File: src/rtl/psr_pkg.sv
package psr_pkg;

	localparam logic [1:0] MODE_LOAD  = 2'd0;
	localparam logic [1:0] MODE_SWEEP = 2'd1;
	localparam logic [1:0] MODE_READ  = 2'd2;

	localparam logic [2:0] REG_COLS  = 3'd0;
	localparam logic [2:0] REG_ROWS  = 3'd1;
	localparam logic [2:0] REG_WH    = 3'd2;
	localparam logic [2:0] REG_WV    = 3'd3;
	localparam logic [2:0] REG_WS    = 3'd4;
	localparam logic [2:0] REG_TOL   = 3'd5;
	localparam logic [2:0] REG_MAXSW = 3'd6;

	localparam int IDX_BITS = 12;
	localparam int IN_BITS  = 80;
	localparam int OUT_BITS = 64;

	localparam logic [4:0] OP_NONE    = 5'd0;
	localparam logic [4:0] OP_CAPTURE = 5'd1;
	localparam logic [4:0] OP_DIV     = 5'd2;
	localparam logic [4:0] OP_PRE     = 5'd3;
	localparam logic [4:0] OP_LDWR    = 5'd4;
	localparam logic [4:0] OP_RDPT    = 5'd5;
	localparam logic [4:0] OP_RD_OWN  = 5'd6;
	localparam logic [4:0] OP_RD_L    = 5'd7;
	localparam logic [4:0] OP_RD_R    = 5'd8;
	localparam logic [4:0] OP_RD_U    = 5'd9;
	localparam logic [4:0] OP_RD_D    = 5'd10;
	localparam logic [4:0] OP_MUL_H   = 5'd11;
	localparam logic [4:0] OP_MUL_V   = 5'd12;
	localparam logic [4:0] OP_MUL_S   = 5'd13;
	localparam logic [4:0] OP_RES     = 5'd14;
	localparam logic [4:0] OP_DECIDE  = 5'd15;
	localparam logic [4:0] OP_UPD_RD  = 5'd16;
	localparam logic [4:0] OP_UPD_MUL = 5'd17;
	localparam logic [4:0] OP_UPD_WR  = 5'd18;
	localparam logic [4:0] OP_OUT     = 5'd19;

	typedef struct packed {
		logic [6:0]  cols;
		logic [6:0]  rows;
		logic [23:0] wh;
		logic [23:0] wv;
		logic [23:0] ws;
		logic [30:0] tol;
		logic [30:0] maxsw;
	} cfg_t;

	typedef struct packed {
		logic [4:0] op;
	} cmd_t;

	typedef struct packed {
		logic [1:0] mode;
		logic       in_grid;
		logic       stop;
		logic       out_busy;
	} stat_t;

endpackage

File: src/rtl/psr_ctrl.sv
module psr_ctrl import psr_pkg::*; #(
	parameter int AW = 12
) (
	input  logic          clk,
	input  logic          arst_n,
	input  cfg_t          cfg,
	input  stat_t         stat,
	input  logic          s_tvalid,
	output logic          s_tready,
	output cmd_t          cmd,
	output logic [AW-1:0] ptr
);

	localparam logic [3:0] S_IDLE   = 4'd0;
	localparam logic [3:0] S_DISP   = 4'd1;
	localparam logic [3:0] S_DIV    = 4'd2;
	localparam logic [3:0] S_PRE    = 4'd3;
	localparam logic [3:0] S_LDWR   = 4'd4;
	localparam logic [3:0] S_RDPT   = 4'd5;
	localparam logic [3:0] S_RDWAIT = 4'd6;
	localparam logic [3:0] S_P1     = 4'd7;
	localparam logic [3:0] S_DECIDE = 4'd8;
	localparam logic [3:0] S_P2     = 4'd9;
	localparam logic [3:0] S_DONE   = 4'd10;

	logic [3:0]    state_q;
	logic [3:0]    k_q;
	logic [6:0]    r_q, c_q;
	logic [AW-1:0] m_q;
	logic          row_end, last_pt;

	assign ptr      = m_q;
	assign s_tready = (state_q == S_IDLE);
	assign row_end  = ({1'b0, c_q} + 8'd2 == {1'b0, cfg.cols});
	assign last_pt  = row_end && ({1'b0, r_q} + 8'd2 == {1'b0, cfg.rows});

	always_comb begin
		cmd.op = OP_NONE;
		case (state_q)
			S_IDLE:   cmd.op = s_tvalid ? OP_CAPTURE : OP_NONE;
			S_DIV:    cmd.op = OP_DIV;
			S_PRE:    cmd.op = OP_PRE;
			S_LDWR:   cmd.op = OP_LDWR;
			S_RDPT:   cmd.op = OP_RDPT;
			S_DECIDE: cmd.op = OP_DECIDE;
			S_DONE:   cmd.op = stat.out_busy ? OP_NONE : OP_OUT;
			S_P1: begin
				case (k_q)
					4'd0: cmd.op = OP_RD_OWN;
					4'd1: cmd.op = OP_RD_L;
					4'd2: cmd.op = OP_RD_R;
					4'd3: cmd.op = OP_RD_U;
					4'd4: cmd.op = OP_RD_D;
					4'd5: cmd.op = OP_MUL_H;
					4'd6: cmd.op = OP_MUL_V;
					4'd7: cmd.op = OP_MUL_S;
					default: cmd.op = OP_RES;
				endcase
			end
			S_P2: begin
				case (k_q)
					4'd0: cmd.op = OP_UPD_RD;
					4'd1: cmd.op = OP_UPD_MUL;
					default: cmd.op = OP_UPD_WR;
				endcase
			end
			default: cmd.op = OP_NONE;
		endcase
	end

	always_ff @(posedge clk or negedge arst_n) begin
		if (!arst_n) begin
			state_q <= S_IDLE;
			k_q     <= '0;
			r_q     <= '0;
			c_q     <= '0;
			m_q     <= '0;
		end else begin
			case (state_q)
				S_IDLE: if (s_tvalid) state_q <= S_DISP;
				S_DISP: begin
					k_q <= '0;
					r_q <= 7'd1;
					c_q <= 7'd1;
					m_q <= AW'(cfg.cols) + AW'(1);
					case (stat.mode)
						MODE_LOAD:  state_q <= stat.in_grid ? S_DIV : S_DONE;
						MODE_SWEEP: state_q <= S_P1;
						MODE_READ:  state_q <= stat.in_grid ? S_RDPT : S_DONE;
						default:    state_q <= S_DONE;
					endcase
				end
				S_DIV: begin
					k_q <= k_q + 4'd1;
					if (k_q == 4'(IDX_BITS - 1)) state_q <= S_PRE;
				end
				S_PRE:    state_q <= S_LDWR;
				S_LDWR:   state_q <= S_DONE;
				S_RDPT:   state_q <= S_RDWAIT;
				S_RDWAIT: state_q <= S_DONE;
				S_P1, S_P2: begin
					if ((state_q == S_P1 && k_q == 4'd8) || (state_q == S_P2 && k_q == 4'd2)) begin
						k_q <= '0;
						if (row_end) begin
							c_q <= 7'd1;
							r_q <= r_q + 7'd1;
							m_q <= m_q + AW'(3);
						end else begin
							c_q <= c_q + 7'd1;
							m_q <= m_q + AW'(1);
						end
						if (last_pt) state_q <= (state_q == S_P1) ? S_DECIDE : S_DONE;
					end else begin
						k_q <= k_q + 4'd1;
					end
				end
				S_DECIDE: begin
					k_q <= '0;
					r_q <= 7'd1;
					c_q <= 7'd1;
					m_q <= AW'(cfg.cols) + AW'(1);
					state_q <= stat.stop ? S_DONE : S_P2;
				end
				S_DONE: if (!stat.out_busy) state_q <= S_IDLE;
				default: state_q <= S_IDLE;
			endcase
		end
	end

endmodule

File: config.mk
export PLATFORM = sky130hd
export DESIGN_NAME = psr_ctrl
export DESIGN_NICKNAME = d
export VERILOG_FILES = /design/src/rtl/psr_pkg.sv /design/src/rtl/psr_ctrl.sv
export SDC_FILE = /design/constraint.sdc
export NUM_CORES = 1
export LEC_CHECK = 0
export BUFFER_PORTS_ARGS = -buffer_cell sky130_fd_sc_hd__buf_2
export CAP_MARGIN = 15
export CORE_ASPECT_RATIO = 0.9
export CORE_MARGIN = 4
export CORE_UTILIZATION = 41
export DETAILED_ROUTE_END_ITERATION = 10
export PLACE_DENSITY = 0.75
export SLEW_MARGIN = 10
export SYNTH_ARGS = -nofsm -noshare
export SYNTH_HDL_FRONTEND = slang
export SYNTH_SLANG_ARGS = --single-unit
export TNS_END_PERCENT = 20
File: constraint.sdc
create_clock -name clk -period 3.4 [get_ports clk]
set_input_delay 0.17 -clock clk [delete_from_list [all_inputs] [get_ports clk]]
set_output_delay 0.17 -clock clk [all_outputs]
set_load 0.02 [all_outputs]
==> results of run 1 <==
-- per-layer routing --
layer	track usage	routed length, um	vias to the layer above
met2	0.2570	2696	65
met1	0.2297	2943	1145
met5	0	0	-
met4	0.06791	119	0
met3	0.02957	333	10
li1	-	-	1206
-- cell type report --
class	instances	area [um2]
fillers	614	3183
multi-input cells	255	1698
flip-flops and latches	34	850.8
repair buffers	42	220.2
well taps	87	108.9
clock buffers	5	68.82
clock inverters	3	45.04
inverters	11	41.29
-- Yosys cell counts, drive strengths merged, types with 4 or more instances --
cell	instances	area, um2
dfrtp	34	850.8
nor2	32	120.1
nand2	25	93.84
a21oi	23	115.1
o21ai	19	95.09
nand3	17	85.08
xor2	17	148.9
xnor2	15	131.4
ha	12	150.1
inv	11	41.29
a31oi	9	56.30
clkbuf	9	33.78
buf	8	51.29
nand2b	6	37.54
or3	6	37.54
and3	5	31.28
nor2b	5	31.28
nor3	5	30.03
nand4	4	25.02
nor3b	4	30.03
-- logic make-up (layout without fill, tap and decap cells) --
kind of cell | count (synthesis) | in the layout | synth area share
AO/OA/AOI/OAI | 83 | 83 | 0.2119
XOR/XNOR | 32 | 32 | 0.1048
adder cells (fa/ha/maj) | 13 | 13 | 0.06361
buffers and inverters | 28 | 61 | 0.04724
flip-flops | 34 | 34 | 0.3181
AND/OR/NAND/NOR | 124 | 124 | 0.2432
multiplexers | 3 | 3 | 0.01123
-- power by group through the flow --
stage	Sequential (uW)	Clock [uW]	Combinational [uW]
3_3_place_gp	785	0	1330
6_report	788	382	1360
2_1_floorplan	712	0	1110
5_1_grt	824	410	1540
3_5_place_dp	792	0	1370
4_1_cts	785	393	1380
-- state kept, by name, summed over array words and instances (netlist names) --
register,count
state_q,4
ptr,12
k_q,4
c_q,7
r_q,7
-- placed cells by master (no fill, tap or decap), drive strengths merged, types with 4 or more instances in the layout --
master  instances
buf            41
nand2          25
a31oi           9
nor2           32
a21oi          23
nand2b          6
and3            5
nor2b           5
nor3            5
nor3b           4
nand3          17
xnor2          15
ha             12
xor2           17
clkbuf          5
o21ai          19
or3             6
nand4           4
inv            11
dfrtp          34
-- worst paths after layout --
kind,endpoint,cells past startpoint
setup / recovery,ptr[11],13
hold / removal,ptr[0],2
setup reg to reg,ptr[11],13
hold reg to reg,c_q[6],1
max in group asynchronous,r_q[6],2
min in group asynchronous,ptr[3],2
-- critical path: stages, from the launching register on --
cell,delay (ps)
dfrtp_1,440
ha_1,300
nand2b_1,190
a21oi_1,160
and4bb_1,310
nand2_1,140
inv_1,50
ha_1,260
a21oi_1,80
nor3b_1,350
and2_1,260
nand4_1,130
xor2_1,140
nor2_1,50
-- metrics by stage --
stage               utilization  hold WS, ps
global placement         0.4680        293.3
finish                   0.4879        143.1
global route             0.4879        146.8
floorplan                     -       -125.6
detailed placement       0.4680        290.6
CTS                      0.4879        127.6
==> results.ini, run 1 <==
[timing]
fin_skew_ps = 8.139
fin_crit_sh = 0.8794
finalSetupViolCount = 0
clock.fmax_ghz = 0.3345
finalWorstSetupSlack_ps = 410.1
worst_pin_slew_ps = 765.7
timing_hold_violations_final = 0
fin_setup_tns_ps = 0
fin_crit_ps = 2990
maxSlewViolCount = 0
rsz0062_at_grt = no
max_slew_margin = 0.4896

[global_route]
track_usage = 0.1665
grt_pass1_wl_mm = 10.81
overflow = 0
grt_pass1_vias = 2349
grt_max_degree = 35
antenna_found_initial = 0

[route]
vias_per_cell = 5.551
wirelength_mm = 6.091
vias = 2426
firstDrtPassIters = 4
ant_nets = 0
drc = 0
wl_per_cell_um = 13.94
drtIter0Drc = 125

[placement]
gp_congestion = 0.8892
dp_hpwl_mm = 4.504
port_buffers = 39
pre_cts_slack_ps = 440.2
placed_cell_area_mm2 = 0.002909
place_inst = 428

[final_layout]
nets = 518
stdcell_area_mm2 = 0.003033
areaGrowthSynthToFinish_pct = 13.38
final_cells = 437
layout-drive-gt1-share = 0.1571
antennaDiodeCount = 0

[clock_tree]
clock_path_buffers = 2
clk_latency_ps = 300
tritoncts = built
htree_levels = 2
cts_root_buffer = clkbuf_8
cts.clk_slew.worst_paths_ps = 80
holdBufCountCts = 1
ctsResizeCount = 0
cts.sinks = 34
postCtsSetupBuffers = 0
numCtsBuffers = 5

[worst_setup_path]
crit_type = reg2reg
cp-start-kind = register
crit_fanout = 6
critPathRequiredTime_ps = 3560
worstReg2RegStart = c_q[1]
crit_path_end_kind = register
ff2ff_setup_slack_ps = 410
crit_start = c_q[1]
arrival_ps = 3150

[pwr]
comb_power_share = 0.538
p_clk_frac = 0.151
swShare = 0.4837
fin_total_pwr_uw = 2530
p_switching_uw = 1224
cellLeakagePower_uw = 0.001327
p_seq_frac = 0.311
p_int_uw = 1307
irDropWorstVdd_mv = 0.4920
power_density_mw_per_mm2 = 834.3

[synth]
async_flop_share = 1.000
syn_inst = 317
syn_area_per_cell_um2 = 8.439
ys_ff_latch = 34
synth-main-ff-cell = dfrtp_1
synth_edf_count = 0
syn_nets = 486
ys_seq_area_frac = 0.3181
ys_warn_count = 0
syn_area_mm2 = 0.002675
synth.distinct_cells = 55

[flow_run]
maxCapViolCount = 0

[floorplanning]
die_x_um = 93.15
die_y_um = 84.63
die_area_mm2 = 0.007883
io_pins = 174
core_mm2 = 0.006216
row_count = 27
start_util = 0.4304

[hold_path]
min_from = cfg[141]
hold_class = in2reg

[run_status]
status = finished clean

Note: power is estimated with default switching activity, not from simulation.
==> run 2: changes to the inputs <==
- RECOVER_POWER: default -> 25
==> results.ini, run 2 (synthesized netlist as in run 1, its figures left out) <==
[worst_setup_path]
worstReg2RegStart = c_q[1]
arrival_ps = 3150
ff2ff_setup_slack_ps = 410
r2r_end = ptr[11]
critPathSlowestCell = dfrtp_1
reg2reg_depth = 13
cpPeakStageDelay_ps = 440
path_cells = ha_1 -> nand2b_1 -> a21oi_1 -> and4bb_1 -> nand2_1 -> inv_1 -> ha_1 -> a21oi_1 -> nor3b_1 -> and2_1 -> nand4_1 -> xor2_1 -> nor2_1
critPathRequiredTime_ps = 3560
crit_fanout = 6
crit_type = reg2reg
cp-start-kind = register
crit_path_end_kind = register

[hold_path]
min_from = cfg[141]
holdPathEnd = ptr[0]
hold_class = in2reg
hold_path_depth = 2

[floorplanning]
die_area_mm2 = 0.007883
io_pins = 174
die_x_um = 93.15
core_mm2 = 0.006216
row_count = 27
start_util = 0.4304
die_y_um = 84.63

[clock_tree]
cts.sinks = 34
htree_levels = 2
clk_latency_ps = 300
numCtsBuffers = 5
cts.clk_slew.worst_paths_ps = 80
tritoncts = built
clock_path_buffers = 2
cts_root_buffer = clkbuf_8
ctsResizeCount = 0

[run_status]
status = finished with violations
failed_checks = max-capacitance violations, max-slew violations

[global_route]
overflow = 0
grt_pass1_vias = 2349
antenna_found_initial = 0
grt_max_degree = 35
grt_pass1_wl_mm = 10.81
track_usage = 0.1665

[pwr]
power_density_mw_per_mm2 = 835.6
cellLeakagePower_uw = 0.001287
irDropWorstVdd_mv = 0.4727

[timing]
fin_crit_ps = 2991
fin_hold_ws_ps = 139.8
maxSlewViolCount = 35
finalSetupViolCount = 0
max_slew_margin = -0.2253
timing_hold_violations_final = 0
fin_skew_ps = 8.002
worst_pin_slew_ps = 1838
rsz0062_at_grt = no
fin_crit_sh = 0.8796
clock.fmax_ghz = 0.3344
fin_setup_tns_ps = 0

[final_layout]
stdcell_area_mm2 = 0.003018
final_cell_mix = 34 x dfrtp_1, 32 x nor2_1, 27 x buf_2
areaGrowthSynthToFinish_pct = 12.82
antennaDiodeCount = 0
fin_util = 0.4855
layout-drive-gt1-share = 0.1229
nets = 518
layout.cells.most_common = dfrtp_1
largest_register_ffs = 12
nFillCells = 624

[flow_run]
maxCapViolCount = 1

[route]
wirelength_mm = 6.103
wl_per_cell_um = 13.97
drc = 0
vias = 2409
vias_per_cell = 5.513
ant_nets = 0
firstDrtPassIters = 4
drtIter0Drc = 124

[placement]
dp_hpwl_mm = 4.504
placed_cell_area_mm2 = 0.002909
gp_congestion = 0.8892
port_buffers = 39

==> run 2: what timing repair did <==
item | 4_1_cts | 5_1_grt
hold buffers | 1 | 0
hold endpoints to repair | 34 | 0
endpoints found under the setup margin | 0 | 0
buffers inserted | 0 | 0
==> run 2: metrics by stage <==
step | setup WS [ps] | instances | total power [uW]
after floorplan | 797.5 | 317 | 1825
after global placement | 540.4 | 428 | 2114
after detailed placement | 440.2 | 428 | 2158
after CTS | 434.6 | 437 | 2555
after global routing | 215.6 | 437 | 2765
final | 409.4 | 437 | 2522
==> run 2: worst max path at each step <==
stage | slack (ps) | endpoint | from | cells past startpoint
after global routing | 220 | ptr[11] | c_q[1] | 13
after CTS | 430 | ptr[11] | c_q[1] | 13
after floorplan | 800 | ptr[11] | c_q[1] | 13
after detailed placement | 440 | ptr[11] | c_q[1] | 13
after global placement | 540 | ptr[11] | c_q[1] | 13
final | 410 | ptr[11] | c_q[1] | 13
==> run 2: final cells by class <==
class	instances	area, um2	share of cell area
tap	87	108.9	0.03607
sequential	34	850.8	0.2819
clock buffer	5	68.82	0.02280
multi-input combinational	255	1698	0.5626
timing repair buffer	42	205.2	0.06799
clock inverter	3	45.04	0.01493
inverter	11	41.29	0.01368
==> run 2: metal layers <==
layer  up-vias  wire, um  part of all wire  GRT usage
li1       1207         -                 -          -
met4         0       119             0.019    0.06791
met3        10       312             0.051    0.02957
met2        65      2708              0.44     0.2570
met5         -         0                 0          0
met1      1127      2964              0.49     0.2297
==> run 2: where the power goes <==
part / switching [uW] / internal [uW] / leakage [uW] / total (uW)
logic: 810 / 541 / 0.000797 / 1350
registers: 252 / 536 / 0.000439 / 788
clock network: 165 / 218 / 0.0000504 / 383
==> run 2: critical path: cells and delay by family (launching register included) <==
kind	cells	cell delay [ps]
AO/OA/AOI/OAI	2	240
AND/OR/NAND/NOR	7	1420
buffers and inverters	1	50
flip-flops	1	440
adder cells (fa/ha/maj)	2	560
XOR/XNOR	1	140
