===== src/rtl/psr_pkg.sv =====
package psr_pkg;

	localparam logic [1:0] MODE_LOAD  = 2'd0;
	localparam logic [1:0] MODE_SWEEP = 2'd1;
	localparam logic [1:0] MODE_READ  = 2'd2;

	localparam logic [2:0] REG_COLS  = 3'd0;
	localparam logic [2:0] REG_ROWS  = 3'd1;
	localparam logic [2:0] REG_WH    = 3'd2;
	localparam logic [2:0] REG_WV    = 3'd3;
	localparam logic [2:0] REG_WS    = 3'd4;
	localparam logic [2:0] REG_TOL   = 3'd5;
	localparam logic [2:0] REG_MAXSW = 3'd6;

	localparam int IDX_BITS = 12;
	localparam int IN_BITS  = 80;
	localparam int OUT_BITS = 64;

	localparam logic [4:0] OP_NONE    = 5'd0;
	localparam logic [4:0] OP_CAPTURE = 5'd1;
	localparam logic [4:0] OP_DIV     = 5'd2;
	localparam logic [4:0] OP_PRE     = 5'd3;
	localparam logic [4:0] OP_LDWR    = 5'd4;
	localparam logic [4:0] OP_RDPT    = 5'd5;
	localparam logic [4:0] OP_RD_OWN  = 5'd6;
	localparam logic [4:0] OP_RD_L    = 5'd7;
	localparam logic [4:0] OP_RD_R    = 5'd8;
	localparam logic [4:0] OP_RD_U    = 5'd9;
	localparam logic [4:0] OP_RD_D    = 5'd10;
	localparam logic [4:0] OP_MUL_H   = 5'd11;
	localparam logic [4:0] OP_MUL_V   = 5'd12;
	localparam logic [4:0] OP_MUL_S   = 5'd13;
	localparam logic [4:0] OP_RES     = 5'd14;
	localparam logic [4:0] OP_DECIDE  = 5'd15;
	localparam logic [4:0] OP_UPD_RD  = 5'd16;
	localparam logic [4:0] OP_UPD_MUL = 5'd17;
	localparam logic [4:0] OP_UPD_WR  = 5'd18;
	localparam logic [4:0] OP_OUT     = 5'd19;

	typedef struct packed {
		logic [6:0]  cols;
		logic [6:0]  rows;
		logic [23:0] wh;
		logic [23:0] wv;
		logic [23:0] ws;
		logic [30:0] tol;
		logic [30:0] maxsw;
	} cfg_t;

	typedef struct packed {
		logic [4:0] op;
	} cmd_t;

	typedef struct packed {
		logic [1:0] mode;
		logic       in_grid;
		logic       stop;
		logic       out_busy;
	} stat_t;

endpackage


===== src/rtl/psr_regs.sv =====
module psr_regs import psr_pkg::*; #(
	parameter int MAX_SIDE = 64
) (
	input  logic        clk,
	input  logic        arst_n,
	input  logic        psel,
	input  logic        penable,
	input  logic        pwrite,
	input  logic [4:0]  paddr,
	input  logic [31:0] pwdata,
	output logic [31:0] prdata,
	output logic        pready,
	output cfg_t        cfg
);

	logic [6:0]  cols_q, rows_q;
	logic [23:0] wh_q, wv_q, ws_q;
	logic [30:0] tol_q, maxsw_q;
	logic        wr;

	assign pready = 1'b1;
	assign wr = psel && penable && pwrite;

	always_ff @(posedge clk or negedge arst_n) begin
		if (!arst_n) begin
			cols_q  <= 7'd64;
			rows_q  <= 7'd64;
			wh_q    <= 24'd4194304;
			wv_q    <= 24'd4194304;
			ws_q    <= 24'd1024;
			tol_q   <= 31'd64;
			maxsw_q <= 31'd1000000;
		end else if (wr) begin
			case (paddr[4:2])
				REG_COLS:  cols_q  <= pwdata[6:0];
				REG_ROWS:  rows_q  <= pwdata[6:0];
				REG_WH:    wh_q    <= pwdata[23:0];
				REG_WV:    wv_q    <= pwdata[23:0];
				REG_WS:    ws_q    <= pwdata[23:0];
				REG_TOL:   tol_q   <= pwdata[30:0];
				REG_MAXSW: maxsw_q <= pwdata[30:0];
				default: ;
			endcase
		end
	end

	always_comb begin
		case (paddr[4:2])
			REG_COLS:  prdata = {25'd0, cols_q};
			REG_ROWS:  prdata = {25'd0, rows_q};
			REG_WH:    prdata = {8'd0, wh_q};
			REG_WV:    prdata = {8'd0, wv_q};
			REG_WS:    prdata = {8'd0, ws_q};
			REG_TOL:   prdata = {1'b0, tol_q};
			REG_MAXSW: prdata = {1'b0, maxsw_q};
			default:   prdata = 32'd0;
		endcase
	end

	function automatic logic [6:0] clamp_side(input logic [6:0] s);
		if (s < 7'd3) return 7'd3;
		if (int'(s) > MAX_SIDE) return 7'(MAX_SIDE);
		return s;
	endfunction

	always_comb begin
		cfg.cols  = clamp_side(cols_q);
		cfg.rows  = clamp_side(rows_q);
		cfg.wh    = wh_q;
		cfg.wv    = wv_q;
		cfg.ws    = ws_q;
		cfg.tol   = tol_q;
		cfg.maxsw = maxsw_q;
	end

endmodule


===== config.mk =====
export PLATFORM = sky130hd
export DESIGN_NAME = psr_regs
export DESIGN_NICKNAME = d
export VERILOG_FILES = /design/src/rtl/psr_pkg.sv /design/src/rtl/psr_regs.sv
export SDC_FILE = /design/constraint.sdc
export NUM_CORES = 1
export LEC_CHECK = 0
export BUFFER_PORTS_ARGS = -buffer_cell sky130_fd_sc_hd__buf_2
export CORE_MARGIN = 2
export CORE_UTILIZATION = 55
export DETAILED_ROUTE_END_ITERATION = 8
export MAX_ROUTING_LAYER = met4
export PLACE_DENSITY = 0.86
export SKIP_LAST_GASP = 1
export SLEW_MARGIN = 15
export SYNTH_ARGS = -nofsm -noshare
export SYNTH_HDL_FRONTEND = slang
export SYNTH_SLANG_ARGS = --single-unit

===== constraint.sdc =====
create_clock -name clk -period 3.3 [get_ports clk]
set_clock_uncertainty 0.05 [all_clocks]
set_input_delay 0.33 -clock clk [delete_from_list [all_inputs] [get_ports clk]]
set_output_delay 0.33 -clock clk [all_outputs]
set_load 0.03 [all_outputs]

==> results of run 1 <==
-- power groups by stage --
stage	registers [uW]	logic [uW]	clock network (uW)
global route	2550	2130	1890
detailed placement	2520	2030	0
CTS	2490	2030	1810
finish	2500	2020	1790
floorplan	3110	731	0
global placement	2480	1990	0
-- timing repair --
action | 4_1_cts | 5_1_grt
endpoints found under the hold margin | 67 | 0
resized for setup | 0 | 0
hold buffers | 1 | 0
-- stage by stage --
stage / setup WS, ns / hold WS, ns / area, sq um
after floorplan: 1.19 / -0.0156 / 6760
after global placement: 0.666 / 0.329 / 8030
after detailed placement: 0.654 / 0.343 / 8030
after CTS: 0.648 / 0.0850 / 8590
after global routing: 0.565 / 0.0905 / 8590
final: 0.667 / 0.0937 / 8590
-- state kept, by name (all words and copies together) (netlist names) --
register / count
cols_q: 7
rows_q: 7
wv_q: 24
ws_q: 24
maxsw_q: 31
tol_q: 31
wh_q: 24
-- worst max-delay path by stage --
| stage | from | slack, ns | end | depth (start not counted) |
|---|---|---|---|---|
| 4_1_cts | paddr[4] | 0.65 | prdata[4] | 6 |
| 3_5_place_dp | paddr[4] | 0.65 | prdata[4] | 6 |
| 6_report | paddr[4] | 0.67 | prdata[2] | 6 |
| 3_3_place_gp | paddr[4] | 0.67 | prdata[4] | 6 |
| 5_1_grt | paddr[4] | 0.57 | prdata[4] | 6 |
| 2_1_floorplan | paddr[3] | 1.19 | prdata[12] | 6 |
-- layout by cell type, fill, tap and decap left out, drive strengths merged --
cell type,n
nand4,1
dfstp,13
a21oi,4
conb,2
nand2,19
nor2,21
a22oi,25
inv,1
or3,1
diode,1
mux2i,23
nor4,2
clkbuf,27
and2,2
clkinvlp,1
nor3,1
a32oi,10
nand3b,2
o221ai,21
bufinv,1
and3b,5
nor3b,1
buf,231
clkinv,3
dfrtp,135
nor2b,11
o21a,2
nand2b,2
mux2,153
dlygate4sd3,1
nand4b,1
o211ai,3
-- per-layer routing --
layer	wire length, um	up-vias	GRT usage
met2	9390	289	0.487
met5	0	-	-
li1	-	2291	-
met1	7710	2681	0.370
met4	380	0	0.117
met3	1420	39	0.0738
-- kinds of logic (layout without fill, tap and decap cells) --
family	after synthesis	count (layout)
muxes	176	176
DFF	148	148
and+or+nand+nor	69	69
AOI/OAI and AO/OA	65	65
buffers and inverters	41	265
other	2	3
-- final cells by class --
| cell class | instances | area share |
|---|---|---|
| flip-flops and latches | 148 | 0.433 |
| multi-input cells | 312 | 0.336 |
| repair buffers | 232 | 0.145 |
| clock buffers | 27 | 0.0574 |
| well taps | 147 | 0.0214 |
| clock inverters | 5 | 0.00612 |
| inverters | 1 | 0.000437 |
| diodes | 1 | 0.000291 |
==> reports/metrics.csv, run 1 <==
stage,metric,value,unit
run,max-cap viol count,0,
cells_and_area,Area Growth Syn to Fin,27.0,%
clock_tree,Root Driver,clkbuf_16,
setup_path,reg-to-reg startpoint,rows_q[6],
yosys,Syn Area/Cell,13.5,sq um
setup_path,Critical Path Fanout Max,24,
pwr,internal power,3970,uW
sta,Final Max Slew Viols,0,
sta,RSZ-0062 raised after global routing,no,
route,via count,5300,
sta,"Hold Violations, Final",0,
die,die area,13200,sq um
cells_and_area,fraction of layout cells with a size suffix above 1,0.594,
die,Die Ht,115,um
yosys,top post-synthesis cells by area,"dfrtp_1 50%, mux2_2 25%, dfstp_2 5.1%",
min_path,HP Class,input port to flop,
cells_and_area,layout filler cell count,809,
yosys,commonest cells in the netlist,"152 x mux2_2, 135 x dfrtp_1, 25 x a22oi_1",
place,placed cells,839,
yosys,post-synthesis mux area share,0.289,
clock_tree,CTS max path bufs,2,
clock_tree,"CTS clk-pin slew, worst paths",0.06,ns
grt,initial antenna violation count,1,
sta,post-layout minimum cycle time,2.63,ns
setup_path,CP Capture Type,output port,
grt,largest net degree at the start of global routing,76,
setup_path,CP required,2.92,ns
setup_path,R2R depth,1,
sta,Max transition margin,0.419,
setup_path,"reg-to-reg slack, setup",2.36,ns
pwr,Peak VDD IR,0.472,mV
pwr,sw frac,0.372,
yosys,Synth Area in Simple Gates,0.0557,
place,hpwl dp,13.0,mm
pwr,Gate power share,0.320,
setup_path,crit path DAT,2.25,ns
sta,maximum clock frequency,380,MHz
yosys,Synth Area in Adders,0,
clock_tree,Setup Buffers After CTS,0,
setup_path,worst reg2reg endpoint,rows_q[6],
place,GP Congestion,0.883,
route,DRT iter0 DRCs,405,
cells_and_area,final net count,754,
setup_path,Setup crit start kind,input port,
die,Die Wd,115,um
setup_path,"CP delay by family, top",buffers and inverters,
yosys,largest family of logic cells by synthesized area,multiplexers,
yosys,Synth Instances,501,
cells_and_area,post-layout util,0.715,
setup_path,Worst Path Buf+Inv,3,
cells_and_area,final std cells w/o fill,873,
yosys,Yosys top cell by area,dfrtp_1,
die,number of I/O pins,223,
pwr,P_leak,0.00428,uW
pwr,sw power,2350,uW
clock_tree,CTS H-tree depth,4,
min_path,hold path start,pwdata[28],
yosys,Post-synth top flop,dfrtp_1,
grt,gr usage total,0.303,
setup_path,CP max stage cell,nor3b_2,
cells_and_area,multi-input logic area,2890,sq um
pwr,sequential power share,0.396,
route,post-route ant nets,0,
setup_path,WS Path Type,input port to output port,
die,Row Count,40,
grt,vias in the first global route,5312,
die,Core Box Area,12000,sq um
yosys,Yosys warnings,0,
route,Routed Wire Length,18.9,mm
route,1st-pass router iterations,5,
setup_path,"most used cell, CP",buf_2,
yosys,post-synth net total,543,
min_path,Hold Crit Depth,2,
cells_and_area,area occupied by registers,3720,sq um
clock_tree,TritonCTS clock tree,built,
pwr,Pwr Total,6320,uW
place,count of input and output buffers,217,
clock_tree,CTS sink count,148,
min_path,hold endpoint,tol_q[28],
sta,Final setup viols,0,
yosys,share of Yosys cell area claimed by the top area cell type,0.500,
yosys,Netlist Area Pre-Place,6760,sq um
pwr,clock share of power,0.284,
clock_tree,CTS Buf Count,17,
sta,worst-margin pin slew,0.870,ns
yosys,Post-synth ARST share,1.00,
yosys,"Seq/Total Area, Yosys",0.550,
yosys,Post-Synth XOR/XNOR Area,0,
clock_tree,clock latency on the worst-skew pair,0.42,ns
pwr,Pwr Density,736,nW/um^2
setup_path,CP Cell Sequence,buf_2 > nor3b_2 > buf_4 > a32oi_1 > o211ai_1 > buf_2,
yosys,Synth cell types,31,
setup_path,Worst path max stage delay,0.76,ns
grt,first-pass GRT wire length,29.2,mm
die,Initial Util,0.563,
sta,period utilization,0.798,
status,status,"finished, final reports clean",
sta,setup TNS,0,ns
yosys,cell with the most instances after synthesis,mux2_2,
route,# DRC,0,
route,post-DR vias/cell,6.07,
grt,total gr overflow,0,
route,average routed wire per standard cell,21.6,um
yosys,Synth Register Bits,148,
yosys,Post-synth EDFFs,0,
yosys,compound-cell area share of the yosys netlist,0.0764,
(Power assumes the default switching activity.)
==> run 2: changes to the inputs <==
--- a/config.mk
+++ b/config.mk
@@ -5,12 +5,13 @@
 export SDC_FILE = /design/constraint.sdc
 export NUM_CORES = 1
 export LEC_CHECK = 0
+export ABC_AREA = 1
 export BUFFER_PORTS_ARGS = -buffer_cell sky130_fd_sc_hd__buf_2
 export CORE_MARGIN = 2
-export CORE_UTILIZATION = 55
+export CORE_UTILIZATION = 52
 export DETAILED_ROUTE_END_ITERATION = 8
 export MAX_ROUTING_LAYER = met4
-export PLACE_DENSITY = 0.86
+export PLACE_DENSITY = 0.81
 export SKIP_LAST_GASP = 1
 export SLEW_MARGIN = 15
 export SYNTH_ARGS = -nofsm -noshare
==> constraint.sdc (replaced) <==
create_clock -name clk -period 2.65 [get_ports clk]
set_clock_uncertainty 0.05 [all_clocks]
set_input_delay 0.265 -clock clk [delete_from_list [all_inputs] [get_ports clk]]
set_output_delay 0.265 -clock clk [all_outputs]
set_load 0.03 [all_outputs]
==> run 2 against run 1 <==
Compared with the run above: clock-buffer cell count is 4 lower; final cell count rose by 55%; via count is 47% higher; first-iteration DRC count increased by 140%; global-route usage increased by 3.4 points; critical path type unchanged; critical endpoint is now prdata[22]; largest power group unchanged.
==> reports/metrics.csv, run 2 <==
stage,metric,value,unit
status,status,"finished, final reports clean",
route,via count,7795,
clock_tree,CTS H-tree depth,4,
grt,first-pass GRT wire length,37.5,mm
sta,period utilization,0.831,
route,post-DR vias/cell,5.77,
die,die area,15100,sq um
pwr,clock share of power,0.303,
grt,met3 usage in global routing,0.0576,
yosys,Synth Register Bits,148,
cells_and_area,fraction of layout cells with a size suffix above 1,0.254,
setup_path,Critical Path Fanout Max,48,
die,Row Count,43,
yosys,Syn Area/Cell,7.55,sq um
pwr,Gate power share,0.310,
setup_path,"most used cell, CP",buf_2,
setup_path,CP Cell Sequence,buf_2 > buf_4 > nand3_1 > o21ai_0 > inv_1 > nand2_1 > buf_2,
sta,RSZ-0062 raised after global routing,no,
setup_path,WS Path Type,input port to output port,
clock_tree,TritonCTS clock tree,built,
pwr,Pwr Total,7990,uW
die,Die Wd,123,um
route,Routed Wire Length,24.3,mm
route,post-route ant nets,0,
pwr,Pwr Density,871,nW/um^2
cells_and_area,most frequent cells in the layout,"363 x nand2_1, 216 x buf_2, 135 x dfrtp_1, 132 x o21ai_0, 78 x nand4_1",
pwr,internal power,4840,uW
sta,Final setup viols,0,
clock_tree,CTS Buf Count,17,
grt,initial antenna violation count,0,
yosys,Post-synth EDFFs,0,
place,count of input and output buffers,217,
setup_path,CP Capture Type,output port,
setup_path,Worst Path Buf+Inv,4,
sta,setup TNS,0,ns
setup_path,Setup crit start kind,input port,
setup_path,"CP delay by family, top",buffers and inverters,
clock_tree,CTS max path bufs,2,
grt,largest net degree at the start of global routing,75,
setup_path,CP max stage cell,buf_4,
setup_path,crit path DAT,1.89,ns
grt,grt met2 use,0.497,
route,DRT iter0 DRCs,980,
clock_tree,CTS sink count,148,
grt,total gr overflow,0,
cells_and_area,top flop regs,"maxsw_q: 31 flops, tol_q: 31 flops",
pwr,sw power,3160,uW
route,average routed wire per standard cell,18.0,um
clock_tree,post-CTS resize count,0,
setup_path,CP required,2.34,ns
sta,post-layout minimum cycle time,2.20,ns
cells_and_area,"commonest non-fill, non-tap cell in the layout",nand2_1,
yosys,Synth cell types,18,
yosys,Yosys top cell by area,dfrtp_1,
yosys,Post-synth ARST share,1.00,
die,number of I/O pins,223,
yosys,cell with the most instances after synthesis,nand2_1,
sta,Max transition margin,0.600,
route,1st-pass router iterations,5,
grt,met1 Use GR,0.469,
place,hpwl dp,16.0,mm
yosys,Post-synth top flop,dfrtp_1,
cells_and_area,post-layout util,0.664,
pwr,Peak VDD IR,0.540,mV
clock_tree,clock latency on the worst-skew pair,0.43,ns
min_path,HP Class,input port to flop,
yosys,Netlist Area Pre-Place,7340,sq um
grt,vias in the first global route,7015,
sta,maximum clock frequency,454,MHz
yosys,Synth Instances,971,
setup_path,Worst path max stage delay,0.47,ns
place,GP Congestion,0.894,
grt,gr usage total,0.337,
route,# DRC,0,
clock_tree,"CTS clk-pin slew, worst paths",0.06,ns
die,Initial Util,0.531,
clock_tree,Root Driver,clkbuf_16,
yosys,Yosys warnings,0,
run,max-cap viol count,0,
pwr,sequential power share,0.387,
yosys,share of Yosys cell area claimed by the top area cell type,0.461,
die,Core Box Area,13800,sq um
yosys,post-synth net total,1013,
sta,Final Max Slew Viols,0,
yosys,"Seq/Total Area, Yosys",0.507,
sta,"Hold Violations, Final",0,
yosys,commonest cells in the netlist,"363 x nand2_1, 135 x dfrtp_1, 132 x o21ai_0",
pwr,sw frac,0.395,
pwr,P_leak,0.00513,uW
die,Die Ht,123,um
yosys,top post-synthesis cells by area,"dfrtp_1 46%, nand2_1 19%, o21ai_0 9.0%",
sta,worst-margin pin slew,0.599,ns
grt,gr busiest metal,met2,
cells_and_area,Area Growth Syn to Fin,25.1,%
cells_and_area,final net count,1200,
run 2: worst paths after layout:
check | endpoint | cells after the start | startpoint | slack (ns)
max in group asynchronous | wh_q[22] | 3 | arst_n | 1.46
worst max-delay path | prdata[22] | 7 | paddr[2] | 0.45
worst min register to register | wh_q[22] | 2 | wh_q[22] | 0.42
worst min-delay path | maxsw_q[24] | 3 | pwdata[24] | 0.004
min in group asynchronous | cols_q[0] | 2 | arst_n | 0.27
worst max register to register | cols_q[6] | 2 | cols_q[6] | 1.70
run 2: per-stage QoR:
step / cell area, sq um / instances / worst slack (ns) / hold slack (ns)
finish: 9180 / 1352 / 0.448 / 0.00446
global route: 9170 / 1351 / 0.380 / 0.0249
CTS: 9170 / 1351 / 0.496 / 0.00130
detailed placement: 8560 / 1317 / 0.353 / 0.164
global placement: 8560 / 1317 / 0.411 / 0.161
floorplan: 7340 / 971 / 1.08 / -0.0806
run 2: layout make-up:
type	count	area, sq um
Antenna cell	1	2.50
Clock buffer	23	488
Clock inverter	9	103
Fill cell	1174	4650
Inverter	42	158
Multi-Input combinational cell	702	3130
Sequential cell	148	3720
Tap cell	180	225
Timing Repair Buffer	247	1350
run 2: power groups by stage:
stage	logic, uW	clock network [uW]	registers, uW
5_1_grt	2660	2530	3150
3_3_place_gp	2430	0	3100
6_report	2480	2420	3090
3_5_place_dp	2470	0	3110
2_1_floorplan	863	0	3820
4_1_cts	2480	2430	3080
run 2: timing repair:
item / 4_1_cts / 5_1_grt
hold endpoints to repair: 41 / 0
hold buffers: 2 / 0
setup buffers: 0 / 0
endpoints found under the setup margin: 0 / 0
run 2: cells by family (layout without fill, tap and decap cells):
| logic type | count (synthesis) | count (layout) | share of synthesized area |
|---|---|---|---|
| other | 2 | 3 | 0.00102 |
| AND/OR/NAND/NOR | 553 | 553 | 0.321 |
| buffers and inverters | 121 | 321 | 0.0698 |
| flip-flops | 148 | 148 | 0.507 |
| AO/OA/AOI/OAI | 147 | 147 | 0.101 |
run 2: worst reg2reg max path, stage by stage (launching register included):
cell	delay [ns]
dfstp_2	0.65
o21ai_0	0.13
nand2_1	0.07
run 2: routing by layer:
metal	wire [um]	up-vias
met2	11400	473
met4	597	0
met1	9740	3695
li1	-	3568
met3	2630	59
met5	0	-
==> run 3: changes to the inputs <==
--- a/config.mk
+++ b/config.mk
@@ -5,13 +5,13 @@
 export SDC_FILE = /design/constraint.sdc
 export NUM_CORES = 1
 export LEC_CHECK = 0
-export ABC_AREA = 1
+export ABC_AREA = 0
 export BUFFER_PORTS_ARGS = -buffer_cell sky130_fd_sc_hd__buf_2
 export CORE_MARGIN = 2
-export CORE_UTILIZATION = 52
+export CORE_UTILIZATION = 51
 export DETAILED_ROUTE_END_ITERATION = 8
 export MAX_ROUTING_LAYER = met4
-export PLACE_DENSITY = 0.81
+export PLACE_DENSITY = 0.8
 export SKIP_LAST_GASP = 1
 export SLEW_MARGIN = 15
 export SYNTH_ARGS = -nofsm -noshare
==> constraint.sdc (replaced) <==
create_clock -name clk -period 2.2 [get_ports clk]
set_clock_uncertainty 0.05 [all_clocks]
set_input_delay 0.22 -clock clk [delete_from_list [all_inputs] [get_ports clk]]
set_output_delay 0.22 -clock clk [all_outputs]
set_load 0.03 [all_outputs]
==> run 3 against run 2 <==
Compared with the run above: sequential power rose by 22%; via count fell by 32%; first-iteration DRC count fell by 58%; critical path depth fell by 1; power rose by 21%; highest routed layer unchanged; clock-buffer cell count rose by 4; wire length fell by 20%; hold slack improved by 0.013 ns; die area fell by 5.8%; combinational power rose by 23%.
==> reports/metrics.csv, run 3 (synthesized netlist as in run 1, its figures left out) <==
stage,metric,value,unit
sta,maximum clock frequency,498,MHz
die,Die Ht,119,um
route,via count,5278,
setup_path,crit path DAT,1.74,ns
die,number of I/O pins,223,
die,Initial Util,0.517,
run,max-cap viol count,0,
place,GP Congestion,0.871,
route,DRT iter0 DRCs,414,
route,average routed wire per standard cell,21.2,um
cells_and_area,Area Growth Syn to Fin,30.3,%
clock_tree,CTS H-tree depth,4,
setup_path,Critical Path Fanout Max,22,
sta,RSZ-0062 raised after global routing,no,
cells_and_area,most frequent cells in the layout,"216 x buf_2, 152 x mux2_2, 135 x dfrtp_1, 25 x a22oi_1, 24 x buf_4",
sta,Max transition margin,0.606,
setup_path,Setup crit start kind,input port,
route,# DRC,0,
route,1st-pass router iterations,5,
clock_tree,Root Driver,clkbuf_16,
place,hpwl dp,13.5,mm
cells_and_area,post-layout util,0.674,
clock_tree,TritonCTS clock tree,built,
route,post-DR vias/cell,5.74,
sta,"Hold Violations, Final",0,
grt,largest net degree at the start of global routing,62,
sta,period utilization,0.914,
sta,Final Max Slew Viols,0,
grt,first-pass GRT wire length,30.4,mm
route,Routed Wire Length,19.5,mm
cells_and_area,fraction of layout cells with a size suffix above 1,0.597,
route,post-route ant nets,0,
die,Core Box Area,13100,sq um
setup_path,CP required,1.93,ns
clock_tree,CTS Buf Count,17,
pwr,Pwr Density,1090,nW/um^2
setup_path,WS Path Type,input port to output port,
sta,setup TNS,0,ns
grt,vias in the first global route,5454,
clock_tree,CTS max path bufs,2,
cells_and_area,"commonest non-fill, non-tap cell in the layout",buf_2,
grt,total gr overflow,0,
clock_tree,"CTS clk-pin slew, worst paths",0.06,ns
cells_and_area,diodes inserted,0,
clock_tree,clock latency on the worst-skew pair,0.43,ns
clock_tree,Setup Buffers After CTS,0,
die,Row Count,42,
min_path,HP Class,input port to flop,
sta,Final setup viols,0,
setup_path,CP Capture Type,output port,
cells_and_area,final net count,773,
die,die area,14200,sq um
place,count of input and output buffers,217,
pwr,P_leak,0.00439,uW
pwr,Peak VDD IR,0.637,mV
status,status,"finished, final reports clean",
grt,initial antenna violation count,0,
grt,gr usage total,0.290,
sta,post-layout minimum cycle time,2.01,ns
die,Die Wd,119,um
clock_tree,CTS sink count,148,
sta,worst-margin pin slew,0.591,ns
cells_and_area,top flop regs,"maxsw_q: 31 flops, tol_q: 31 flops",
-- run 3: changes by cell type in the layout (fill, tap and decap cells not counted), sizes merged, moves of 21 or more --
cell,delta
a22oi,+25
inv,-41
mux2,+153
mux2i,+23
nand2,-344
nand3,-55
nand4,-77
nor2,-36
o21ai,-132
o221ai,+21
-- run 3: final cells by class --
cell class,count,area (sq um)
multi-input cells,312,2900
repair buffers,251,1400
flip-flops and latches,148,3720
inverters,1,3.75
clock buffers,27,493
fillers,975,4270
clock inverters,5,75.1
well taps,176,220
-- run 3: worst paths after layout --
check | startpoint | depth (start not counted) | slack, ns | end
setup / recovery | paddr[3] | 6 | 0.19 | prdata[8]
hold / removal | pwdata[28] | 2 | 0.02 | tol_q[28]
setup reg to reg | rows_q[6] | 1 | 1.30 | rows_q[6]
hold reg to reg | ws_q[4] | 1 | 0.48 | ws_q[4]
max in group asynchronous | arst_n | 3 | 1.04 | maxsw_q[17]
min in group asynchronous | arst_n | 2 | 0.29 | wh_q[5]
-- run 3: through the flow --
stage / cells / hold WS [ns] / cell area, sq um / power (uW) / setup WS [ns]
5_1_grt: 920 / 0.00733 / 8810 / 10000 / 0.0856
4_1_cts: 920 / 0.00280 / 8810 / 9670 / 0.197
2_1_floorplan: 501 / -0.126 / 6760 / 5760 / 0.306
3_3_place_gp: 881 / 0.178 / 8180 / 6740 / 0.218
6_report: 920 / 0.0174 / 8810 / 9640 / 0.190
3_5_place_dp: 881 / 0.187 / 8180 / 6830 / 0.217
-- run 3: metal layers --
metal	share of wire	routed length, um	global-route usage	up-vias
li1	-	-	-	2307
met1	0.42	8130	0.361	2698
met2	0.49	9510	0.458	247
met3	0.078	1520	0.0843	26
met4	0.017	332	0.0923	0
met5	0	0	-	-
-- run 3: power by group --
part           total (uW)  internal, uW  switching, uW
clock network        2820          1750           1070
logic                3060          1040           2020
registers            3760          3300            463
total                9640          6090           3550
-- run 3: worst max-delay path, cell delays in order --
cell and delay [ns]:
buf_2 0.39, nor2b_4 0.24, buf_4 0.30, a22oi_1 0.14
o221ai_1 0.19, buf_2 0.26
-- run 3: timing repair --
action,4_1_cts,5_1_grt
hold buffers,7,0
resized for setup,0,0
endpoints found under the hold margin,62,0
